==> src/design/gsn_pkg.sv <==
package gsn_pkg;

    localparam int CoordW  = 24;   // vertex coordinate
    localparam int DiffW   = 25;   // edge vector component
    localparam int ProdW   = 50;   // one product of the shared multiplier
    localparam int CrossW  = 51;   // cross product component
    localparam int MagW    = 50;   // magnitude of a cross component
    localparam int NormW   = 24;   // normalized magnitude
    localparam int SumW    = 50;   // sum of squares
    localparam int RootW   = 64;   // root iteration width
    localparam int RootOutW = 32;  // final root
    localparam int NumW    = 48;   // divider remainder
    localparam int QW      = 15;   // quotient magnitude
    localparam int CompW   = 16;   // Q1.14 output component
    localparam int CellW   = 12;   // cell index outputs
    localparam int CfgW    = 13;   // column count register
    localparam int StepW   = 5;
    localparam int QDepth  = 2;
    localparam int QPtrW   = 1;
    localparam int QCntW   = 2;

    localparam int MulSteps  = 6;
    localparam int SqrSteps  = 3;
    localparam int RootSteps = 32;
    localparam int DivSteps  = 15;
    localparam int SqrShift  = 12;  // root taken of sum * 4096
    localparam int NumShift  = 21;

    typedef logic signed [CoordW-1:0] t_coord;

    typedef struct packed {
        t_coord x;
        t_coord y;
        t_coord z;
    } t_vec;

    typedef struct packed {
        t_vec             cur;
        t_vec             vc;
        t_vec             vu;
        logic [CellW-1:0] row;
        logic [CellW-1:0] col;
    } t_job;

    typedef struct packed {
        logic signed [CompW-1:0] nx;
        logic signed [CompW-1:0] ny;
        logic signed [CompW-1:0] nz;
        logic [CellW-1:0]        row;
        logic [CellW-1:0]        col;
        logic                    degen;
    } t_result;

    typedef enum logic [2:0] {
        ST_IDLE,
        ST_MUL,
        ST_MAG,
        ST_NORM,
        ST_SQR,
        ST_ROOT,
        ST_DIV,
        ST_DONE
    } t_back_state;

endpackage

==> src/design/gsn_queue.sv <==
module gsn_queue (
    input  logic          i_clk,
    input  logic          i_rst_n,
    input  logic          i_push_valid,
    output logic          o_push_ready,
    input  gsn_pkg::t_job i_push_job,
    output logic          o_pop_valid,
    input  logic          i_pop_ready,
    output gsn_pkg::t_job o_pop_job
);
    import gsn_pkg::*;

    t_job             r_entry [QDepth];
    logic [QPtrW-1:0] r_wr;
    logic [QPtrW-1:0] r_rd;
    logic [QCntW-1:0] r_cnt;
    logic             push;
    logic             pop;

    assign o_push_ready = (r_cnt != QCntW'(QDepth));
    assign o_pop_valid  = (r_cnt != '0);
    assign o_pop_job    = r_entry[r_rd];
    assign push         = i_push_valid && o_push_ready;
    assign pop          = o_pop_valid && i_pop_ready;

    always_ff @(posedge i_clk) begin
        if (push) begin
            r_entry[r_wr] <= i_push_job;
        end
    end

    always_ff @(posedge i_clk) begin
        if (!i_rst_n) begin
            r_wr  <= '0;
            r_rd  <= '0;
            r_cnt <= '0;
        end else begin
            if (push) begin
                r_wr <= r_wr + QPtrW'(1);
            end
            if (pop) begin
                r_rd <= r_rd + QPtrW'(1);
            end
            if (push && !pop) begin
                r_cnt <= r_cnt + QCntW'(1);
            end else if (pop && !push) begin
                r_cnt <= r_cnt - QCntW'(1);
            end
        end
    end

endmodule

==> config.mk <==
export PLATFORM = sky130hd
export DESIGN_NAME = gsn_queue
export DESIGN_NICKNAME = d
export VERILOG_FILES = /design/src/design/gsn_pkg.sv /design/src/design/gsn_queue.sv
export SDC_FILE = /design/constraint.sdc
export NUM_CORES = 1
export LEC_CHECK = 0
export ABC_AREA = 1
export BUFFER_PORTS_ARGS = -buffer_cell sky130_fd_sc_hd__buf_4
export CAP_MARGIN = 40
export CORE_AREA = 2 2 186 188
export CTS_BUF_LIST = sky130_fd_sc_hd__clkbuf_4 sky130_fd_sc_hd__clkbuf_8
export CTS_CLUSTER_DIAMETER = 100
export CTS_CLUSTER_SIZE = 40
export DETAILED_ROUTE_END_ITERATION = 10
export DIE_AREA = 0 0 188 190
export PLACE_DENSITY_LB_ADDON = 0.1
export REMOVE_ABC_BUFFERS = 1
export SKIP_CTS_REPAIR_TIMING = 1
export SLEW_MARGIN = 20
export SYNTH_ARGS = -nofsm -noshare
export SYNTH_HDL_FRONTEND = slang
export SYNTH_SLANG_ARGS = --single-unit
==> constraint.sdc <==
create_clock -name i_clk -period 32.3 [get_ports i_clk]
set_input_delay 4.845 -clock i_clk [delete_from_list [all_inputs] [get_ports i_clk]]
set_output_delay 4.845 -clock i_clk [all_outputs]
set_load 0.01 [all_outputs]
# --- Word-level counts from Yosys, hierarchy flattened ---
# Memory sizes are Yosys's and may differ from the RTL's. A register that Yosys moved wholly into a read port is not among the register bits.
# Cells that the tools add are included.
word_totals:
  n_memories: 1
  regBits: 4
  wordCells: 23
  in_bits: 244
  mem_bits_rw: 480
classes:
  n_eq_ne: 1
  reduce_logical: 8
  addsub: 4
  muxes: 6
memory_table:
  columns: ["name", "depth", "word_bits", "rd", "rd_ports_with_merged_regs", "wr", "line_no", "rtl"]
  rows:
  - ["r_entry", 2, 240, 1, 1, 1, "gsn_queue.sv:13", "t_job r_entry [QDepth];"]
op_table:
  columns: ["op", "n"]
  rows:
  - ["$logic_and 1x1->1", 4]
  - ["$mux 1", 4]
  - ["$mux 2", 2]
  - ["$reduce_bool 2->1", 2]
  - ["$add 1x1->1 const B", 2]
  - ["$add 2x1->2 const B", 1]
  - ["$logic_not 1->1", 2]
  - ["$ne 2x2->1 const B", 1]
  - ["$sub 2x1->2 const B", 1]

# --- Logic depth before layout (Yosys ltp) ---
depth:
  ltp_word: 6
  depth_mapped: 11
  ltp_nobuf: 11

# --- Worst setup path after synthesis ---
# No wires, ideal clock.
synth_timing:
  path_type: "input -> register"
  from: "in i_push_valid"
  to: "mem r_entry[0][0] in the netlist's numbering, enable pin"
  slack_ns: 16.575
  setup_time_ns: 0.845
  arrival_ns: 14.880
  path_stages: 2
  required_time_ns: 31.455
  path_buffers: 0
  cell_sequence: "nand2_1 -> nor2_1"
synth_between:
  elab_chain_cells: 3
synth_rtl:
  columns: ["element", "line_no", "rtl"]
  rows:
  - ["from (decl)", "gsn_queue.sv:4", "input logic i_push_valid,"]
  - ["$logic_and 1x1->1", "gsn_queue.sv:23", "assign push = i_push_valid && o_push_ready;"]
  - ["$mux 1", "gsn_queue.sv:27", "if (push) begin"]
  - ["$mux 1 (implied by the code)", "gsn_queue.sv:28", "r_entry[r_wr] <= i_push_job;"]
  - ["to (decl)", "gsn_queue.sv:13", null]
# No other way between the ends.

==> out/results.ini <==
[outcome]
status=finished clean

[power]
internal_power_mw=1.11
combinationalPowerShare=0.320
swShare=0.273
power_mw=1.53
p_switching_mw=0.417
p_leak_nw=8.77
seqPwrFrac=0.538
peakVddDrop_mv=0.0511
cellPowerDensity_nw_per_um2=66.8
clockPowerShare=0.142

[setup_path]
worstPathRequired_ps=27450
critPathLaunchType=flop
critPathKind=reg -> out
cp_max_fo=36
end_kind=primary output
critPathArrivalTime_ps=3010

[synth]
ys_types=16
synth_fa_ha_area_frac=0.000673
syn_area_um2=18600
synthCells=784
synth_area_leaders=edfxtp_1 78%, mux2_4 16%, mux2_2 2.4%, buf_12 2.4%, dfxtp_1 0.54%
synth_top_area_cell=edfxtp_1
synthMuxAreaShare=0.186
avgSynthCellArea_um2=23.7
synth_seq_cells=485
synth_top_family_by_area=multiplexers
seq_area_frac_synth=0.781
synth_simple_gate_area_frac=0.00404
synth_top_area_share=0.776
synth_compound_area_frac=0.00121
yosys.area_share.xor_xnor=0
ys_warn_count=0

[clocking]
numCtsBuffers=16
htreeDepth=1
cts_root_buffer=clkbuf_8
cts_sinks=485
cts_tree=built
clkLatencyLatePin_ps=590
cts_max_path_buffers=3
clkTransAtPathRegs_ps=210

[timing]
holdWs_ps=535
fin_skew_ps=35.3
tightest_slew_ps=989
fin_setup_tns_ps=0
slew_violations=0
finalSetupViolations=0
fin_crit_sh=0.243
rsz0062_at_grt=no
relSlewSlack=0.341
final-hold-violation-count=0
period_needed_ps=7860
fmax_mhz=127

[die]
core_area_um2=33900
dieHeight_um=190
die_w_um=188
start_util=0.547
rows=68
die_area_um2=35700
boundaryPins=486

[route]
routed-via-count=8814
routedWlPerCell_um=21.8
via_per_inst=5.07
routed_wl_mm=37.9
drtAntennaViolNets=0
drc=0
drtPass1Iterations=4
drt_iter0_markers=511

[grt]
grt_usage=0.205
grt_remaining_overflow=0
first_global_vias=9223
grt_pass1_wl_mm=54.2
antenna_found_initial=6
grt_max_degree=171

[cells_and_area]
regArea_um2=14500
fill_cells=2310
drive_gt1_frac=0.596
final_area_um2=22800
fin_nets=1518
multi_input_area_um2=3580
area_growth_pct=23.0

[placement]
postPlaceCellArea_um2=22500
place_congestion=0.776
dp_hpwl_mm=27.0
io_buffers=485

[min_path]
hold_class=reg -> reg

[job]
drv_cap=0

==> cells in the mapped netlist <==
library cell  count
nand4_1           1
nor2_1            8
inv_1             8
dfxtp_1           5
buf_6             1
a21oi_1           1
edfxtp_1        480
ha_1              1
o21a_1            1
nand3_1           1
buf_2             4
o21ai_0           2
buf_12           22
mux2_4          200
mux2_2           40
nand2_1           9
==> metrics by stage <==
step / utilization / setup slack (ps) / std cells
after floorplan: - / 16580 / 757
after global placement: 0.660 / 24800 / 1705
after detailed placement: 0.663 / 25080 / 1709
after CTS: 0.672 / 24370 / 1731
after global routing: 0.673 / 24280 / 1738
final: 0.673 / 24440 / 1738
==> critical path: stages, from the launching register on <==
cell and delay [ps]:
dfxtp_4 680, buf_16 310, buf_4 540, buf_12 310, mux2_2 380, buf_4 140
==> power groups by stage <==
stage	registers (mW)	clock network, mW	logic [mW]
2_1_floorplan	0.895	0	0.328
3_5_place_dp	0.837	0	0.492
3_3_place_gp	0.840	0	0.479
5_1_grt	0.828	0.245	0.518
4_1_cts	0.822	0.225	0.494
6_report	0.821	0.217	0.489
==> state kept, by name, indices dropped and copies added (netlist names), named ones only <==
register,cells
r_cnt,2
r_wr,1
r_entry,480
r_rd,1
==> kinds of logic after synthesis <==
family          count (synthesis)
mux                           240
compound gates                  4
fa+ha+maj                       1
simple gates                   19
buf+inv                        35
flops                         485
==> layout by cell type, fill, tap and decap left out <==
master,synthesis,final
nand3_1,1,1
o21ai_0,2,2
clkinv_16,0,1
clkinvlp_4,0,1
nand4_1,1,1
mux2_4,200,200
clkinv_2,0,1
mux2_2,40,40
clkbuf_8,0,17
inv_1,8,8
buf_4,0,491
diode_2,0,6
nor2_1,8,6
dfxtp_4,0,1
a21oi_1,1,1
buf_16,0,3
o21a_1,1,1
dfxtp_1,5,4
clkinv_1,0,2
buf_12,22,4
edfxtp_1,480,480
nor2_4,0,2
nand2_1,9,9
ha_1,1,1
==> path summary, 6_finish.rpt <==
check	start	cells past startpoint	end	slack, ps
max	flop	5	o_pop_job[18]	24440
max reg2reg	r_cnt[0]$_SDFFE_PN0P_	7	r_entry[0][100]$_DFFE_PP_	29480
min	r_rd$_SDFFE_PN0P_	2	flop	530
min reg2reg	r_rd$_SDFFE_PN0P_	2	flop	530
==> routing by layer <==
metal	GRT usage	vias to the layer above	share of wire
met2	0.362	323	0.52
li1	-	4042	-
met4	0.0839	0	0.040
met5	0	-	0
met3	0.0767	67	0.095
met1	0.222	4382	0.34
==> area by class of cell <==
type                       count  area share
sequential                   485       0.636
timing repair buffer         498       0.168
multi-input combinational    264       0.157
tap                          455      0.0249
clock buffer                  17      0.0102
clock inverter                 5     0.00219
inverter                       8     0.00131
antenna                        6    0.000657
No activity file was read; power rests on OpenSTA's default activity.
